## src/rtl/core/rspd_pkg.sv

```systemverilog
package rspd_pkg;

    typedef struct packed {
        logic       opcode;
        logic [7:0] rx_byte;
        logic [1:0] request_mask;
    } in_item_t;

    typedef struct packed {
        logic        kind;
        logic [5:0]  field_id;
        logic [31:0] field_value;
        logic [1:0]  sent_request;
        logic        last;
    } out_item_t;

    localparam logic [5:0] NUM_FIELDS = 6'd33;
    localparam logic [31:0] BOUND_360 = 32'h43B40000;
    localparam logic [31:0] BOUND_180 = 32'h43340000;
    localparam logic [7:0] HDR_IMAGE = 8'h01;
    localparam logic [7:0] HDR_SENSOR = 8'h02;
    localparam logic [7:0] HDR_COMMAND = 8'h03;

    // Datapath operation codes issued by the controller.
    typedef enum logic [2:0] {
        OP_NONE  = 3'd0,
        OP_FIELD = 3'd1,
        OP_CMD   = 3'd2
    } dp_op_t;

    typedef struct packed {
        logic       store_wr;
        logic [7:0] store_addr;
        logic [7:0] store_data;
        logic       light_clear;
        logic       light_step;
        logic [2:0] light_idx;
        logic       light_commit;
        logic       issue;
        dp_op_t     op;
        logic [5:0] field_id;
        logic [1:0] req;
        logic       last;
    } dp_cmd_t;

    typedef struct packed {
        logic busy;
    } dp_status_t;

    // Byte offset of the low byte for each field.
    function automatic logic [7:0] field_offset(input logic [5:0] id);
        logic [7:0] r;
        begin
            r = 8'd0;
            case (id)
                6'd0: r = 8'd6;
                6'd1: r = 8'd10;
                6'd2: r = 8'd14;
                6'd3, 6'd4, 6'd5: r = 8'(8'd18 + 8'(2 * (id - 6'd3)));
                6'd6, 6'd7, 6'd8: r = 8'(8'd24 + 8'(4 * (id - 6'd6)));
                6'd18, 6'd19: r = 8'd69;
                6'd32: r = 8'd102;
                default: begin
                    if (id >= 6'd9 && id <= 6'd16) r = 8'(8'd37 + 8'(2 * (id - 6'd9)));
                    else if (id >= 6'd20 && id <= 6'd26)
                        r = 8'(8'd71 + 8'(2 * (id - 6'd20)));
                    else if (id >= 6'd27 && id <= 6'd31) r = 8'(8'd85 + 8'(id - 6'd27));
                end
            endcase
            field_offset = r;
        end
    endfunction

endpackage

```

## src/rtl/core/robot_sensor_packet_deframer.sv

```systemverilog
// Robot sensor packet deframer.
// The s_ channel takes one transaction per link byte or request-mask update;
// the m_ channel delivers decoded sensor fields and command records, with
// last set on the final record caused by an input transaction.
// A link byte with no result leaves s_ready high, and a request mask is
// stored without dropping s_ready.
// The closing byte of a sensor packet starts a light-average pass (one
// stored 16-bit pair per cycle) and then 33 field records, each issued only
// once the one before it has left the output register, through the registered
// store read, the issue stage and the output register, with an optional
// command record after them; s_ready returns once the last record is taken.
// The output register holds a record until m_ready; while a record waits
// the controller holds s_ready low and issues nothing new.
// Reset clears the parser to idle, drops any pending command and restores
// the sensors-only request; the packet store is not cleared.
module robot_sensor_packet_deframer #(
    parameter int SENSOR_PACKET_BYTES = 104,
    parameter int IMAGE_PACKET_BYTES = 38400
) (
    input  logic                aclk,
    input  logic                aresetn,
    input  logic                s_valid,
    output logic                s_ready,
    input  rspd_pkg::in_item_t  s_item,
    output logic                m_valid,
    input  logic                m_ready,
    output rspd_pkg::out_item_t m_item
);

    rspd_pkg::dp_cmd_t    cmd;
    rspd_pkg::dp_status_t status;

    rspd_ctrl #(
        .SENSOR_PACKET_BYTES(SENSOR_PACKET_BYTES),
        .IMAGE_PACKET_BYTES(IMAGE_PACKET_BYTES)
    ) u_ctrl (
        .aclk(aclk), .aresetn(aresetn), .s_valid(s_valid), .s_ready(s_ready),
        .s_item(s_item), .status(status), .cmd(cmd)
    );

    rspd_datapath #(
        .SENSOR_PACKET_BYTES(SENSOR_PACKET_BYTES)
    ) u_dp (
        .aclk(aclk), .aresetn(aresetn), .cmd(cmd), .status(status),
        .m_valid(m_valid), .m_ready(m_ready), .m_item(m_item)
    );

endmodule

```

## src/rtl/core/rspd_datapath.sv

```systemverilog
module rspd_datapath #(
    parameter int SENSOR_PACKET_BYTES = 104
) (
    input  logic                aclk,
    input  logic                aresetn,
    input  rspd_pkg::dp_cmd_t   cmd,
    output rspd_pkg::dp_status_t status,
    output logic                m_valid,
    input  logic                m_ready,
    output rspd_pkg::out_item_t m_item
);

    localparam int STORE_WORDS = (SENSOR_PACKET_BYTES + 1) / 2;
    localparam int WA = $clog2(STORE_WORDS);

    // The store is split into even and odd byte lanes so that any 16-bit or
    // 32-bit field is read at two word addresses.
    logic [7:0]  store_lo_mem [STORE_WORDS];
    logic [7:0]  store_hi_mem [STORE_WORDS];
    logic [7:0]  lo0_reg, hi0_reg, lo1_reg, hi1_reg;
    logic        odd_reg;
    logic [7:0]  rd0, rd1, rd2, rd3;
    logic [6:0]  w0, w1, wr_word;
    logic        s1_valid_reg;
    rspd_pkg::dp_op_t s1_op_reg;
    logic [5:0]  s1_id_reg;
    logic [1:0]  s1_req_reg;
    logic        s1_last_reg;
    logic        ov_reg;
    rspd_pkg::out_item_t out_reg;
    logic signed [19:0] lsum_reg;
    logic [11:0] light_reg;
    logic [7:0]  base;
    logic [7:0]  a0;
    logic [7:0]  lo_addr;
    logic signed [19:0] lsum_next;
    logic signed [19:0] lsum_div;
    logic [11:0] light_next;
    logic [31:0] u32v, value;
    logic [15:0] u16v;
    logic signed [16:0] s16v;
    logic [31:0] mm_div;

    assign base = rspd_pkg::field_offset(cmd.field_id);
    assign lo_addr = 8'(8'd53 + {4'd0, cmd.light_idx, 1'b0});
    assign a0 = cmd.light_step ? lo_addr : base;
    assign w0 = a0[7:1];
    assign w1 = 7'(w0 + 7'd1);
    assign wr_word = cmd.store_addr[7:1];

    always_ff @(posedge aclk) begin
        if (cmd.store_wr && 32'(cmd.store_addr) < SENSOR_PACKET_BYTES) begin
            if (cmd.store_addr[0]) begin
                store_hi_mem[wr_word[WA-1:0]] <= cmd.store_data;
            end else begin
                store_lo_mem[wr_word[WA-1:0]] <= cmd.store_data;
            end
        end
        lo0_reg <= (32'(w0) < STORE_WORDS) ? store_lo_mem[w0[WA-1:0]] : 8'd0;
        hi0_reg <= (32'(w0) < STORE_WORDS) ? store_hi_mem[w0[WA-1:0]] : 8'd0;
        lo1_reg <= (32'(w1) < STORE_WORDS) ? store_lo_mem[w1[WA-1:0]] : 8'd0;
        hi1_reg <= (32'(w1) < STORE_WORDS) ? store_hi_mem[w1[WA-1:0]] : 8'd0;
        odd_reg <= a0[0];
    end

    assign rd0 = odd_reg ? hi0_reg : lo0_reg;
    assign rd1 = odd_reg ? lo1_reg : hi0_reg;
    assign rd2 = lo1_reg;
    assign rd3 = hi1_reg;

    // Light accumulator: one 16-bit pair per cycle, read data registered.
    logic        lacc_reg;
    always_ff @(posedge aclk) begin
        if (!aresetn) begin
            lacc_reg <= 1'b0;
        end else begin
            lacc_reg <= cmd.light_step;
        end
    end

    assign s16v = 17'(signed'(rd0)) + 17'(signed'(rd1)) * 17'sd256;
    assign lsum_next = lacc_reg ? 20'(lsum_reg + 20'(s16v)) : lsum_reg;
    assign lsum_div = (lsum_reg < 0) ? 20'((lsum_reg + 20'sd7) >>> 3) : (lsum_reg >>> 3);
    assign light_next = (lsum_div < 0) ? 12'd0 :
                        (lsum_div > 20'sd4000) ? 12'd4000 : lsum_div[11:0];

    always_ff @(posedge aclk) begin
        if (!aresetn) begin
            lsum_reg <= '0;
            light_reg <= '0;
        end else if (cmd.light_clear) begin
            lsum_reg <= 20'(light_reg);
        end else if (cmd.light_commit) begin
            light_reg <= light_next;
        end else begin
            lsum_reg <= lsum_next;
        end
    end

    always_ff @(posedge aclk) begin
        if (!aresetn) begin
            s1_valid_reg <= 1'b0;
        end else if (cmd.issue) begin
            s1_valid_reg <= 1'b1;
        end else if (!ov_reg || m_ready) begin
            s1_valid_reg <= 1'b0;
        end
        if (cmd.issue) begin
            s1_op_reg <= cmd.op;
            s1_id_reg <= cmd.field_id;
            s1_req_reg <= cmd.req;
            s1_last_reg <= cmd.last;
        end
    end

    assign u32v = {rd3, rd2, rd1, rd0};
    assign u16v = {rd1, rd0};
    assign mm_div = (32'(u16v) * 32'd52429) >> 19;

    function automatic logic [31:0] clamp_ang(input logic [31:0] b, input logic [31:0] bd);
        if (b[30:0] > 31'h7F800000) clamp_ang = b;
        else if (b[31]) clamp_ang = (b[30:0] == 31'd0) ? b : 32'd0;
        else clamp_ang = (b > bd) ? bd : b;
    endfunction

    always_comb begin
        value = 32'd0;
        case (s1_id_reg)
            6'd0, 6'd6, 6'd7, 6'd8: value = u32v;
            6'd1: value = clamp_ang(u32v, rspd_pkg::BOUND_360);
            6'd2: value = clamp_ang(u32v, rspd_pkg::BOUND_180);
            6'd3, 6'd4, 6'd5: value = 32'(signed'(s16v));
            6'd17: value = 32'(light_reg);
            6'd18: value = 32'(u16v);
            6'd19: value = mm_div;
            6'd24, 6'd25, 6'd26: value = 32'(u16v);
            6'd27, 6'd28, 6'd29, 6'd30, 6'd31, 6'd32: value = 32'(signed'(rd0));
            default: begin
                if (s1_id_reg >= 6'd9 && s1_id_reg <= 6'd16)
                    value = s16v[16] ? 32'd0 : (s16v > 17'sd2000) ? 32'd2000 : 32'(s16v);
                else if (s1_id_reg >= 6'd20 && s1_id_reg <= 6'd23)
                    value = (u16v > 16'd1500) ? 32'd1500 : 32'(u16v);
            end
        endcase
    end

    always_ff @(posedge aclk) begin
        if (!aresetn) begin
            ov_reg <= 1'b0;
        end else if (s1_valid_reg && (!ov_reg || m_ready)) begin
            ov_reg <= 1'b1;
        end else if (m_ready) begin
            ov_reg <= 1'b0;
        end
        if (s1_valid_reg && (!ov_reg || m_ready)) begin
            out_reg.kind <= (s1_op_reg == rspd_pkg::OP_CMD);
            out_reg.field_id <= (s1_op_reg == rspd_pkg::OP_CMD) ? 6'd0 : s1_id_reg;
            out_reg.field_value <= (s1_op_reg == rspd_pkg::OP_CMD) ? 32'd0 : value;
            out_reg.sent_request <= (s1_op_reg == rspd_pkg::OP_CMD) ? s1_req_reg : 2'd0;
            out_reg.last <= s1_last_reg;
        end
    end

    assign status.busy = s1_valid_reg || ov_reg;
    assign m_valid = ov_reg;
    assign m_item = out_reg;

endmodule

```

## src/rtl/core/rspd_ctrl.sv

```systemverilog
module rspd_ctrl #(
    parameter int SENSOR_PACKET_BYTES = 104,
    parameter int IMAGE_PACKET_BYTES = 38400
) (
    input  logic                 aclk,
    input  logic                 aresetn,
    input  logic                 s_valid,
    output logic                 s_ready,
    input  rspd_pkg::in_item_t   s_item,
    input  rspd_pkg::dp_status_t status,
    output rspd_pkg::dp_cmd_t    cmd
);

    typedef enum logic [5:0] {
        ST_IDLE   = 6'b000001,
        ST_IMAGE  = 6'b000010,
        ST_SENSOR = 6'b000100,
        ST_LIGHT  = 6'b001000,
        ST_EMIT   = 6'b010000,
        ST_DRAIN  = 6'b100000
    } state_t;

    state_t      state_reg, state_next;
    logic [15:0] count_reg, count_next;
    logic [5:0]  fid_reg, fid_next;
    logic        pend_reg, pend_next;
    logic [1:0]  preq_reg, preq_next;
    logic [1:0]  areq_reg, areq_next;
    logic        acc;
    logic        cmd_emit;

    assign s_ready = (state_reg == ST_IDLE || state_reg == ST_IMAGE ||
                      state_reg == ST_SENSOR) && !status.busy;
    assign acc = s_valid && s_ready;

    always_comb begin
        state_next = state_reg;
        count_next = count_reg;
        fid_next = fid_reg;
        pend_next = pend_reg;
        preq_next = preq_reg;
        areq_next = areq_reg;
        cmd = '0;
        cmd.op = rspd_pkg::OP_NONE;
        cmd_emit = 1'b0;
        cmd.store_addr = count_reg[7:0];
        cmd.store_data = s_item.rx_byte;
        cmd.field_id = fid_reg;
        cmd.light_idx = fid_reg[2:0];
        unique case (state_reg)
            ST_IDLE, ST_IMAGE, ST_SENSOR: begin
                if (acc && s_item.opcode) begin
                    pend_next = 1'b1;
                    preq_next = s_item.request_mask;
                end else if (acc) begin
                    unique case (state_reg)
                        ST_IMAGE: begin
                            count_next = 16'(count_reg + 16'd1);
                            if (32'(count_next) >= IMAGE_PACKET_BYTES) begin
                                count_next = '0;
                                state_next = ST_IDLE;
                                cmd_emit = !areq_reg[1] && pend_reg;
                            end
                        end
                        ST_SENSOR: begin
                            cmd.store_wr = 1'b1;
                            count_next = 16'(count_reg + 16'd1);
                            if (32'(count_next) >= SENSOR_PACKET_BYTES) begin
                                count_next = '0;
                                fid_next = '0;
                                state_next = ST_LIGHT;
                            end
                        end
                        default: begin
                            count_next = '0;
                            if (s_item.rx_byte == rspd_pkg::HDR_IMAGE) state_next = ST_IMAGE;
                            else if (s_item.rx_byte == rspd_pkg::HDR_SENSOR)
                                state_next = ST_SENSOR;
                            else if (s_item.rx_byte == rspd_pkg::HDR_COMMAND)
                                cmd_emit = pend_reg;
                        end
                    endcase
                end
            end
            ST_LIGHT: begin
                // fid_reg counts 0..7 pair reads, then 8..10 settle and commit.
                cmd.light_clear = (fid_reg == 6'd0);
                cmd.light_step = (fid_reg < 6'd8);
                cmd.light_commit = (fid_reg == 6'd10);
                fid_next = 6'(fid_reg + 6'd1);
                if (fid_reg == 6'd10) begin
                    fid_next = '0;
                    state_next = ST_EMIT;
                end
            end
            ST_EMIT: begin
                if (!status.busy) begin
                    cmd.issue = 1'b1;
                    cmd.op = rspd_pkg::OP_FIELD;
                    cmd.last = (fid_reg == rspd_pkg::NUM_FIELDS - 6'd1) && !pend_reg;
                    fid_next = 6'(fid_reg + 6'd1);
                    if (fid_reg == rspd_pkg::NUM_FIELDS - 6'd1) begin
                        fid_next = '0;
                        state_next = ST_DRAIN;
                    end
                end
            end
            ST_DRAIN: begin
                if (!status.busy) begin
                    cmd_emit = pend_reg;
                    state_next = ST_IDLE;
                end
            end
            default: state_next = ST_IDLE;
        endcase
        if (cmd_emit) begin
            cmd.issue = 1'b1;
            cmd.op = rspd_pkg::OP_CMD;
            cmd.req = preq_reg;
            cmd.last = 1'b1;
            pend_next = 1'b0;
            areq_next = preq_reg;
        end
    end

    always_ff @(posedge aclk) begin
        if (!aresetn) begin
            state_reg <= ST_IDLE;
            count_reg <= '0;
            fid_reg <= '0;
            pend_reg <= 1'b0;
            preq_reg <= 2'd2;
            areq_reg <= 2'd2;
        end else begin
            state_reg <= state_next;
            count_reg <= count_next;
            fid_reg <= fid_next;
            pend_reg <= pend_next;
            preq_reg <= preq_next;
            areq_reg <= areq_next;
        end
    end

    a_no_accept_busy: assert property (@(posedge aclk) disable iff (!aresetn)
        acc |-> !status.busy) else $error("accept while busy");
    a_emit_closed: assert property (@(posedge aclk) disable iff (!aresetn)
        (state_reg == ST_EMIT) |-> !s_ready) else $error("input open during emit");
    a_cmd_clears: assert property (@(posedge aclk) disable iff (!aresetn)
        cmd_emit |=> !pend_reg || $past(acc && s_item.opcode)) else $error("pending kept");

endmodule

```

## config.mk

```make
export PLATFORM = sky130hd
export DESIGN_NAME = robot_sensor_packet_deframer
export DESIGN_NICKNAME = d
export VERILOG_FILES = /design/src/rtl/core/rspd_pkg.sv /design/src/rtl/core/robot_sensor_packet_deframer.sv /design/src/rtl/core/rspd_datapath.sv /design/src/rtl/core/rspd_ctrl.sv
export SDC_FILE = /design/constraint.sdc
export NUM_CORES = 2
export LEC_CHECK = 0
export BUFFER_PORTS_ARGS = -buffer_cell sky130_fd_sc_hd__clkbuf_2
export CORE_UTILIZATION = 45
export CTS_BUF_LIST = sky130_fd_sc_hd__clkbuf_16
export DETAILED_ROUTE_END_ITERATION = 10
export PLACE_DENSITY = 0.58
export SETUP_SLACK_MARGIN = 0.4
export SLEW_MARGIN = 20
export SYNTH_ARGS = -nofsm -noshare
export SYNTH_HDL_FRONTEND = slang
export SYNTH_SLANG_ARGS = --single-unit
```

## constraint.sdc

```tcl
create_clock -name aclk -period 13.17 [get_ports aclk]
set_input_delay 2.634 -clock aclk [delete_from_list [all_inputs] [get_ports aclk]]
set_output_delay 2.634 -clock aclk [all_outputs]
set_load 0.01 [all_outputs]
```

==> results.ini <==
[outcome]
status = finished with violations
violations = design-rule violations

[placed_design]
io_buffers = 58
dpl.hpwl_mm = 139
placedCellCount = 6928
place.gp.congestion = 0.988
dp_slack_ns = 5.37

[hold_path]
worstHoldStart = u_dp.s1_last_reg$_SDFFCE_PP1P_
whs_path_depth = 0
hold_path.class = reg -> reg

[worst_setup_path]
rr_startpoint = u_ctrl.fid_reg[3]$_SDFFE_PN0P_
end_kind = flip-flop
worstPathArrival_ns = 8.65
worstPathMaxFanout = 70
critPathKind = reg -> reg
crit_start = u_ctrl.fid_reg[3]$_SDFFE_PN0P_
reg2regPathDepth = 21
cp-start-kind = flip-flop
worst_ep_required_time_ns = 13.71

[grt]
track_usage = 0.322
grt_overflow_total = 0
antenna_found_initial = 9
grt_max_degree = 144
grt_pass1_vias = 45038
grt_first_pass_wirelength_mm = 311

[logic_synthesis]
synth.ff_latch_count = 985
syn_avg_cell_area_sq_um = 10.6
synth_most_common_cell = edfxtp_1
synth_nets = 5789
synth_ff_type = edfxtp_1
synth_top_area_share = 0.458
synthArstFlopShare = 0
synth_area_sq_um = 58100
synth_edf_count = 885
synth-seq-area-share = 0.492
synth.distinct_cells = 105
synth_common_cells = edfxtp_1 (885), nand2_1 (832), nor2_1 (403), nand3_1 (336), clkbuf_1 (285)
postSynthCellCount = 5498
yosys-top-cells-area = edfxtp_1 (46%), mux4_2 (6.6%), nand2_1 (5.4%)
synth_area_leader_cell = edfxtp_1
yosys_warnings = 0

[die]
rows = 131
ioPinCount = 59
die_area_sq_um = 131000
start_util = 0.454
die_h_um = 361
die_w_um = 361
core-area_sq_um = 128000

[power]
p_per_area_nw_per_um2 = 103
leakagePower_nw = 22.4
peakVddDrop_mv = 0.113

[drt]
antenna_left = 0
wl_met3_mm = 25.9
wirelength_mm = 214
via_count = 47662
drc = 2
viasPerCell = 6.68
wl_met2_mm = 92.8
dr.max_layer_used = met5
dr.pass1.iters = 11
met1_length_mm = 83.6
drt_iter0_markers = 7200
wl_per_cell_um = 30.1

[timing]
fin_tns_setup_ns = 0
rsz0062_at_grt = false
final_max_slew_viol_count = 0
max_slew_margin = 0.150
fin_ws_ns = 5.06
max_freq_mhz = 123
worstMarginPinSlew_ns = 1.27
final.min_clock_period_ns = 8.11
fin_worst_skew_ns = 0.0415
hold_viol_final = 0
setup_violations = 0
hold_ws_ns = 0.457
period_share = 0.616

[clock_tree]
htree_num_levels = 3
ctsHoldBuffers = 0
cts_setup_buffers = 0
numCtsBuffers = 108
cts_resized = 0
worstSkewPairLatency_ns = 0.77
clk_path_buf_depth = 3
ctsRootBufferMaster = clkbuf_16
cts.sink_count = 985
cts_tree = yes
path_clk_slew_ns = 0.06

[run]
cap_violations = 0

[layout]
syn2layout_area_growth_pct = 9.27
final_cells = 7130
drive_gt1_frac = 0.113
fin_nets = 5667

[where the power goes]
group          switching (mW)  total (mW)  internal [mW]
Combinational          0.0727      0.0866         0.0139
Clock                    1.33        3.08           1.75
Sequential            0.00328        3.40           3.40
Total                    1.41        6.57           5.16
[kinds of logic (layout without fill, tap and decap cells)]
group | count (synthesis) | count (layout) | share of synthesized area
XOR/XNOR | 76 | 76 | 0.0118
AO/OA/AOI/OAI | 1153 | 1153 | 0.136
AND/OR/NAND/NOR | 2143 | 2143 | 0.168
adder cells (fa/ha/maj) | 276 | 276 | 0.0699
buffers and inverters | 629 | 597 | 0.0447
flip-flops | 985 | 985 | 0.492
multiplexers | 236 | 236 | 0.0778
other | 0 | 2 | 0
[metrics by stage]
stage / total power [mW] / utilization / cell area (sq um)
2_1_floorplan: 3.49 / - / 58100
3_3_place_gp: 3.55 / 0.468 / 59900
4_1_cts: 6.59 / 0.496 / 63400
6_report: 6.57 / 0.496 / 63500
3_5_place_dp: 3.55 / 0.469 / 59900
5_1_grt: 6.70 / 0.496 / 63500
[per-layer routing]
metal	up-vias	global-route usage
li1	20488	-
met1	23356	0.439
met2	3153	0.479
met3	653	0.0827
met4	12	0.156
met5	-	0.00259
[cell type report]
type	instances	area [sq um]
antenna	2	5.00
clock buffer	108	2700
clock inverter	92	821
fill	11467	64400
inverter	217	835
multi-input combinational	3884	27200
sequential	985	28600
tap	1662	2080
timing repair buffer	180	1300
[cell usage in the layout, fill, tap and decap left out, types with 20 or more instances in the layout]
| master | instances |
|---|---|
| a21o_1 | 20 |
| o22ai_1 | 89 |
| clkbuf_2 | 50 |
| o211ai_1 | 96 |
| mux2i_1 | 53 |
| nor2b_1 | 20 |
| nor4_1 | 23 |
| a311oi_1 | 27 |
| or3_1 | 89 |
| a211oi_1 | 84 |
| a2111oi_0 | 37 |
| edfxtp_1 | 885 |
| nand3_1 | 334 |
| buf_4 | 124 |
| and3_1 | 53 |
| a31oi_1 | 45 |
| nand2_1 | 826 |
| nor2_1 | 381 |
| xnor2_1 | 42 |
| inv_1 | 229 |
| nand4_1 | 30 |
| mux4_2 | 171 |
| dfxtp_1 | 100 |
| ha_1 | 194 |
| o2111ai_1 | 25 |
| o21ai_0 | 252 |
| and2_1 | 23 |
| clkinv_1 | 24 |
| a21oi_1 | 197 |
| o31ai_1 | 22 |
| clkinv_2 | 23 |
| o221ai_1 | 23 |
| fa_1 | 81 |
| nor3_1 | 227 |
| a211o_1 | 26 |
| xor2_1 | 29 |
| clkbuf_16 | 108 |
[final timing paths]
kind / endpoint / slack (ns)
setup / recovery: u_dp.lo1_reg[0]$_SDFF_PP0_ / 5.06
hold / removal: u_dp.m_item[0]$_DFFE_PP_ / 0.46
setup reg to reg: u_dp.lo1_reg[0]$_SDFF_PP0_ / 5.06
hold reg to reg: u_dp.m_item[0]$_DFFE_PP_ / 0.46
[critical path, cell delays in order, from the launching register on]
cell and delay (ns):
dfxtp_1 0.29, buf_4 0.22, inv_1 0.44, ha_1 0.47, inv_1 0.16, o31ai_1 0.58, nand2_1 0.22, o21ai_4 0.10
buf_4 0.74, a21oi_4 0.18, clkinv_8 0.32, ha_4 0.53, inv_2 0.08, buf_4 0.31, buf_4 0.37, nand3_1 0.31
buf_4 0.40, o22ai_1 0.16, a211oi_1 0.57, mux4_2 0.38, nor3_1 0.05, nor4_2 0.86
Note: power is estimated with default switching activity, not from simulation.
